$ cat src/rtl/casa_pkg.sv
// Shared types, register indexes and axis-order table for the cube axis swap address generator.
`timescale 1ns / 1ps
`default_nettype none

package casa_pkg;

   localparam int SIZE_W = 13;
   localparam int AXIS_W = 2;
   localparam int CSR_INDEX_W = 3;
   localparam int CSR_DATA_W = 13;
   localparam int ELEM_W = 32;
   localparam int INDEX_W = 36;
   localparam int ACC_W = 2 * SIZE_W + 1;
   localparam int PROD_W = ACC_W + SIZE_W;

   typedef logic [SIZE_W-1:0] size_type;
   typedef logic [AXIS_W-1:0] axis_type;

   typedef enum logic [CSR_INDEX_W-1:0] {
      CSR_SIZE_X       = 3'd0,
      CSR_SIZE_Y       = 3'd1,
      CSR_SIZE_Z       = 3'd2,
      CSR_ORGANIZATION = 3'd3,
      CSR_SOURCE_AXIS  = 3'd4,
      CSR_TARGET_AXIS  = 3'd5,
      CSR_MIRROR       = 3'd6
   } csr_index_type;

   typedef enum logic [2:0] {
      ST_IDLE = 3'b001,
      ST_MUL1 = 3'b010,
      ST_MUL2 = 3'b100
   } state_type;

   localparam axis_type AXIS_ORDER [3][3] = '{
      '{2'd0, 2'd1, 2'd2},
      '{2'd0, 2'd2, 2'd1},
      '{2'd1, 2'd2, 2'd0}
   };

endpackage

`default_nettype wire

$ cat src/rtl/cube_axis_swap_scatter_address.sv
// Top level: position counters, axis swap and mirror, shared-multiplier index linearization.
// Flow: an accepted request word passes through states ST_MUL1 and ST_MUL2, then is registered
// as the result word once the output register is free; the single 27x13 multiplier makes two passes
// per word (z*size + y, then that times size + x), and a request is taken only when idle.
// A finished result waits in the output register while the next word is computed.
// Reset (synchronous, active high): counters zero, sizes 1, organization 0,
// source axis 0, target axis 1, mirror 0, no result pending.
`timescale 1ns / 1ps
`default_nettype none

module cube_axis_swap_scatter_address
   import casa_pkg::*;
#(
   parameter int MAX_DIM = 4096,
   parameter int ELEMENT_BITS = 32
) (
   input  wire logic                   clock,
   input  wire logic                   reset,
   input  wire logic                   csr_write,
   input  wire logic [CSR_INDEX_W-1:0] csr_index,
   input  wire logic [CSR_DATA_W-1:0]  csr_data,
   input  wire logic                   req_valid,
   output logic                        req_stall,
   input  wire logic [ELEM_W-1:0]      req_element_value,
   output logic                        rsp_valid,
   input  wire logic                   rsp_stall,
   output logic [INDEX_W-1:0]          rsp_dest_index,
   output logic [ELEM_W-1:0]           rsp_element_out,
   output logic                        rsp_last
);

   localparam int POS_W = (MAX_DIM > 2) ? $clog2(MAX_DIM) : 1;
   localparam logic [ELEM_W-1:0] ELEM_MASK = (ELEMENT_BITS >= ELEM_W) ? '1 :
      ELEM_W'((64'd1 << ELEMENT_BITS) - 64'd1);

   size_type  size_ff [3];
   size_type  size_in [3];
   axis_type  org_ff, org_in, src_ff, src_in, tgt_ff, tgt_in;
   logic      mirror_ff, mirror_in;

   logic [POS_W-1:0] pos_ff [3];
   logic [POS_W-1:0] pos_in [3];

   state_type state_ff, state_in;

   size_type          d_ff [3];
   size_type          d_in [3];
   size_type          os0_ff, os0_in, os1_ff, os1_in;
   logic [ACC_W-1:0]  acc_ff, acc_in;
   logic [ELEM_W-1:0] elem_ff, elem_in;
   logic              last_ff, last_in;

   logic               rsp_valid_ff, rsp_valid_in;
   logic [INDEX_W-1:0] rsp_index_ff, rsp_index_in;
   logic [ELEM_W-1:0]  rsp_elem_ff, rsp_elem_in;
   logic               rsp_last_ff, rsp_last_in;

   logic              accept;
   logic              load_rsp;
   size_type          eff_size [3];
   size_type          swap_size [3];
   size_type          d_eff [3];
   size_type          d_mir [3];
   logic [1:0]        row;
   axis_type          src_eff, tgt_eff, from_ax, to_ax;
   logic              end_x, end_y, end_z;
   logic [ACC_W-1:0]  mul_a;
   size_type          mul_b;
   logic [PROD_W-1:0] product;

   assign accept = req_valid && !req_stall;
   assign req_stall = (state_ff != ST_IDLE);
   assign load_rsp = (state_ff == ST_MUL2) && (!rsp_valid_ff || !rsp_stall);

   always_comb begin
      for (int i = 0; i < 3; i++) begin
         if (size_ff[i] == '0) begin
            eff_size[i] = SIZE_W'(1);
         end else if (32'(size_ff[i]) > MAX_DIM) begin
            eff_size[i] = SIZE_W'(MAX_DIM);
         end else begin
            eff_size[i] = size_ff[i];
         end
         d_eff[i] = (32'(pos_ff[i]) >= 32'(eff_size[i])) ? eff_size[i] - SIZE_W'(1) :
            SIZE_W'(pos_ff[i]);
      end
      row = (org_ff > 2'd2) ? 2'd0 : org_ff;
      src_eff = (src_ff > 2'd2) ? 2'd2 : src_ff;
      tgt_eff = (tgt_ff > 2'd2) ? 2'd2 : tgt_ff;
      from_ax = AXIS_ORDER[row][src_eff];
      to_ax = AXIS_ORDER[row][tgt_eff];

      swap_size = eff_size;
      swap_size[from_ax] = eff_size[to_ax];
      swap_size[to_ax] = eff_size[from_ax];

      d_mir = d_eff;
      if (mirror_ff) begin
         d_mir[from_ax] = eff_size[from_ax] - SIZE_W'(1) - d_eff[from_ax];
      end
      d_in = d_mir;
      d_in[from_ax] = d_mir[to_ax];
      d_in[to_ax] = d_mir[from_ax];

      end_x = (32'(pos_ff[0]) + 1) >= 32'(eff_size[0]);
      end_y = (32'(pos_ff[1]) + 1) >= 32'(eff_size[1]);
      end_z = (32'(pos_ff[2]) + 1) >= 32'(eff_size[2]);
   end

   always_comb begin
      pos_in = pos_ff;
      if (accept) begin
         if (!end_x) begin
            pos_in[0] = pos_ff[0] + POS_W'(1);
         end else begin
            pos_in[0] = '0;
            if (!end_y) begin
               pos_in[1] = pos_ff[1] + POS_W'(1);
            end else begin
               pos_in[1] = '0;
               pos_in[2] = end_z ? '0 : pos_ff[2] + POS_W'(1);
            end
         end
      end
   end

   always_comb begin
      size_in = size_ff;
      org_in = org_ff;
      src_in = src_ff;
      tgt_in = tgt_ff;
      mirror_in = mirror_ff;
      if (csr_write) begin
         case (csr_index)
            CSR_SIZE_X:       size_in[0] = csr_data;
            CSR_SIZE_Y:       size_in[1] = csr_data;
            CSR_SIZE_Z:       size_in[2] = csr_data;
            CSR_ORGANIZATION: org_in = csr_data[AXIS_W-1:0];
            CSR_SOURCE_AXIS:  src_in = csr_data[AXIS_W-1:0];
            CSR_TARGET_AXIS:  tgt_in = csr_data[AXIS_W-1:0];
            CSR_MIRROR:       mirror_in = csr_data[0];
            default: begin
            end
         endcase
      end
   end

   always_comb begin
      mul_a = (state_ff == ST_MUL1) ? ACC_W'(d_ff[2]) : acc_ff;
      mul_b = (state_ff == ST_MUL1) ? os1_ff : os0_ff;
      product = PROD_W'(mul_a) * PROD_W'(mul_b);
   end

   always_comb begin
      state_in = state_ff;
      acc_in = acc_ff;
      os0_in = os0_ff;
      os1_in = os1_ff;
      elem_in = elem_ff;
      last_in = last_ff;
      rsp_index_in = rsp_index_ff;
      rsp_elem_in = rsp_elem_ff;
      rsp_last_in = rsp_last_ff;
      rsp_valid_in = rsp_valid_ff && rsp_stall;
      case (state_ff)
         ST_IDLE: begin
            if (accept) begin
               os0_in = swap_size[0];
               os1_in = swap_size[1];
               elem_in = req_element_value & ELEM_MASK;
               last_in = end_x && end_y && end_z;
               state_in = ST_MUL1;
            end
         end
         ST_MUL1: begin
            acc_in = product[ACC_W-1:0] + ACC_W'(d_ff[1]);
            state_in = ST_MUL2;
         end
         ST_MUL2: begin
            if (load_rsp) begin
               rsp_index_in = product[INDEX_W-1:0] + INDEX_W'(d_ff[0]);
               rsp_elem_in = elem_ff;
               rsp_last_in = last_ff;
               rsp_valid_in = 1'b1;
               state_in = ST_IDLE;
            end
         end
         default: begin
            state_in = ST_IDLE;
         end
      endcase
   end

   always_ff @(posedge clock) begin
      if (reset) begin
         state_ff <= ST_IDLE;
         rsp_valid_ff <= 1'b0;
         pos_ff <= '{default: '0};
         size_ff <= '{default: SIZE_W'(1)};
         org_ff <= 2'd0;
         src_ff <= 2'd0;
         tgt_ff <= 2'd1;
         mirror_ff <= 1'b0;
      end else begin
         state_ff <= state_in;
         rsp_valid_ff <= rsp_valid_in;
         pos_ff <= pos_in;
         size_ff <= size_in;
         org_ff <= org_in;
         src_ff <= src_in;
         tgt_ff <= tgt_in;
         mirror_ff <= mirror_in;
      end
   end

   always_ff @(posedge clock) begin
      if (accept) begin
         d_ff <= d_in;
      end
      acc_ff <= acc_in;
      os0_ff <= os0_in;
      os1_ff <= os1_in;
      elem_ff <= elem_in;
      last_ff <= last_in;
      rsp_index_ff <= rsp_index_in;
      rsp_elem_ff <= rsp_elem_in;
      rsp_last_ff <= rsp_last_in;
   end

   assign rsp_valid = rsp_valid_ff;
   assign rsp_dest_index = rsp_index_ff;
   assign rsp_element_out = rsp_elem_ff;
   assign rsp_last = rsp_last_ff;

endmodule

`default_nettype wire

$ cat config.mk
export PLATFORM = sky130hd
export DESIGN_NAME = cube_axis_swap_scatter_address
export DESIGN_NICKNAME = d
export VERILOG_FILES = /design/src/rtl/casa_pkg.sv /design/src/rtl/cube_axis_swap_scatter_address.sv
export SDC_FILE = /design/constraint.sdc
export NUM_CORES = 2
export LEC_CHECK = 0
export BUFFER_PORTS_ARGS = -buffer_cell sky130_fd_sc_hd__buf_4
export CAP_MARGIN = 20
export CORE_MARGIN = 3
export CORE_UTILIZATION = 30
export CTS_CLUSTER_SIZE = 25
export DETAILED_ROUTE_END_ITERATION = 16
export GPL_TIMING_DRIVEN = 0
export PLACE_DENSITY = 0.48
export SLEW_MARGIN = 10
export SYNTH_ARGS = -nofsm -noshare
export SYNTH_HDL_FRONTEND = slang
export SYNTH_SLANG_ARGS = --single-unit
$ cat constraint.sdc
create_clock -name clock -period 10.29 [get_ports clock]
set_clock_uncertainty 0.15 [all_clocks]
set_input_delay 1.029 -clock clock [delete_from_list [all_inputs] [get_ports clock]]
set_output_delay 1.029 -clock clock [all_outputs]
set_load 0.03 [all_outputs]
==> impl_results.md <==
* CP max stage cell: mux2i_1
* Post-CTS sizing at 8
* Post-Syn Area per Cell at 8.77 um^2
* WP data arrival at 9970 ps
* Worst-path clk slew at 60 ps
* Congestion Overflow GR at 0
* TritonCTS clock tree: yes
* CP top delay family: adder cells
* Distinct cells, synth at 90
* Clock sink count at 280
* Top-area cell type share of the netlist area at 20.3%
* Crit Path Category: register to register
* Register area share after synthesis at 26.2%
* Fmax achieved at 102 MHz
* Final nets at 3970
* Number of synthesis warnings at 0
* Min-delay worst type: register to register
* Synth Flop Type: edfxtp_1
* Cell area after synthesis at 0.0288 mm^2
* Post-Syn Instances at 3281
* Core area at 0.0942 mm^2
* GRT Overall Usage at 21.5%
* TritonCTS Buffers at 38
* Fin crit share at 95.4%
* WL/cell at 22.7 um
* Fin crit period at 9820 ps
* Vias at 24800
* # diodes at 0
* Initial DRC count at 2228
* Maximum clock insertion buffer count at 3
* Max stage delay on crit path at 680 ps
* DRC viols at 0
* Hold WS at 264 ps
* Setup repair bufs after CTS at 0
* Async S/R FF share, synth at 0%
* Number of synthesized flops with an enable pin at 194
* Routed WL at 108 mm
* Port Buffers at 123
* Buffers and inverters on the worst path at 7
* Max Transition Viols Final at 0
* Status: complete, no violations
* Die X at 316 um
* Mapped Nets at 3796
* Number of antenna violations at the first check in global routing at 3
* Area leader, netlist: edfxtp_1
* Crit-path max FO at 10
* Root buffer cell: clkbuf_16
* Crit. End Element: register
* DIE HEIGHT at 316 um
* ANT nets after route at 0
* Htree depth at 2
* Vias in the first global route at 25000
* P&R area growth vs syn at 14.4%
* Endpoints failing hold at 0
* Number of max-cap violations at 0
* Largest net degree at the start of global routing at 37
* Layout fillers at 9995
* DIE AREA at 0.0996 mm^2
* Top area cells in the synthesized netlist: edfxtp_1, fa_1, ha_1, nand2_1, dfxtp_1
* GPL Wtd Cong at 0.999
* Crit start category: register
* First drt pass iteration count at 8
* # setup viols final at 0
* Yosys reg bits at 280
* Worst skew pair latency at 580 ps
* Pin slew with the least headroom to its limit at 1130 ps
* Boundary pin count at 124
* Worst slew margin at 24.4%
* Crit-path most repeated cell: fa_1
* Share of cells above drive strength 1 at 7.78%
* Initial Util at 30.5%
* Unrepaired setup endpoints after global routing: no
* Post-CTS Hold Buffers at 0
* First-pass GRT wire length at 161 mm
* Std-Cell Rows at 112
* Worst Path Required at 10440 ps
* DR vias/cell at 5.23
* Hpwl dp at 88.1 mm
* Setup TNS at 0 ps
## synth_stat cells, drive strengths merged, types with 5 or more instances
cell / number
clkbuf: 131
o31ai: 16
a32o: 6
a22o: 10
nor4: 16
and2: 24
or4: 13
o22ai: 19
o2bb2ai: 9
nand3b: 13
a21oi: 209
fa: 273
mux2i: 56
o21a: 29
buf: 11
a22oi: 25
nor3: 46
o21bai: 10
a31oi: 15
nor3b: 7
xnor2: 96
nand2b: 17
a211oi: 27
dfxtp: 86
inv: 394
edfxtp: 194
o21ai: 146
ha: 189
nor2b: 32
a21o: 47
nor2: 252
mux2: 8
nand4: 6
o221ai: 6
a31o: 5
and3: 83
xor2: 52
or3b: 8
or3: 19
or2: 9
o311ai: 6
nand2: 490
nand3: 81
o211ai: 32
## final cells by class
type | count | area, um^2 | share of cell area (%)
Clock inverter | 30 | 375 | 1.14
Timing Repair Buffer | 134 | 1090 | 3.32
Sequential cell | 280 | 7550 | 22.9
Buffer | 142 | 553 | 1.68
Clock buffer | 39 | 955 | 2.90
Tap cell | 1254 | 1570 | 4.77
Multi-Input combinational cell | 2465 | 19300 | 58.7
Inverter | 394 | 1480 | 4.50
## worst register-to-register path, cell delays in order (launching register included)
cell      delay (ps)
dfxtp_1          430
or3b_2           530
clkbuf_1         270
clkbuf_2         370
clkbuf_2         400
mux2i_1          680
nor2_1           160
fa_1             530
inv_1             50
fa_1             580
inv_1             70
fa_1             470
fa_1             490
inv_1             60
fa_1             530
inv_1             40
ha_1             400
nand2_1           80
a21oi_1          430
a21oi_2          230
o21ai_0          340
xor2_2           520
nor4b_4          570
nand2b_1         270
or4_4            520
nor4_1           250
xnor2_1          130
## worst paths after layout
path / from / slack [ps] / endpoint / cells past startpoint
worst max-delay path: state_ff[1]$_SDFFE_PP0P_ / 470 / rsp_dest_index[32]$_DFFE_PP_ / 26
worst min-delay path: elem_ff[10]$_DFFE_PP_ / 260 / rsp_element_out[10]$_DFFE_PP_ / 0
worst max register to register: state_ff[1]$_SDFFE_PP0P_ / 470 / rsp_dest_index[32]$_DFFE_PP_ / 26
worst min register to register: elem_ff[10]$_DFFE_PP_ / 260 / rsp_element_out[10]$_DFFE_PP_ / 0
## through the flow
stage | cells | cell area (um^2) | setup WS, ps | util (%)
2_1_floorplan | 3281 | 28800 | 1600 | -
3_3_place_gp | 4658 | 31300 | -1580 | 33.2
3_5_place_dp | 4669 | 31400 | -655 | 33.4
4_1_cts | 4738 | 32800 | 123 | 34.8
5_1_grt | 4738 | 32900 | 38.2 | 34.9
6_report | 4738 | 32900 | 469 | 34.9
## routing by layer
metal  GRT usage (%)  vias to the layer above  part of all wire [%]
li1                -                    11500                     -
met1            29.1                    12200                    45
met2            33.7                      863                    44
met3            3.80                      198                   6.2
met4            9.65                        2                   5.0
met5               0                        -                0.0074
## flip-flops by register name, indices dropped and copies added, names as in the netlist, 3 cells and up
name and cells:
acc_ff 27, rsp_element_out 32, rsp_dest_index 36, os0_ff 13
state_ff 3, elem_ff 32, pos_ff 36, d_ff 39
os1_ff 13, size_ff 39
## placed cells by master (no fill, tap or decap), types with 49 or more instances in the layout
cell type  instances
dfxtp_1           86
xnor2_1           93
fa_1             273
xor2_1            49
buf_4            126
a21oi_1          206
nand3_1           81
nand2_1          488
nor2_1           251
and3_1            83
ha_1             189
inv_1            394
o21ai_0          142
clkbuf_1         129
edfxtp_1         194
## kinds of logic after synthesis
| logic type | after synthesis | share of synthesized area, % |
|---|---|---|
| simple gates | 1128 | 18.0 |
| compound gates | 663 | 14.6 |
| buf+inv | 536 | 7.04 |
| fa+ha+maj | 462 | 27.2 |
| flops | 280 | 26.2 |
| xor+xnor | 148 | 4.59 |
| mux | 64 | 2.26 |
Power is left out: the tool's default activity adds up to more than one toggle a clock period on the data nets, which glitch-free logic cannot reach.
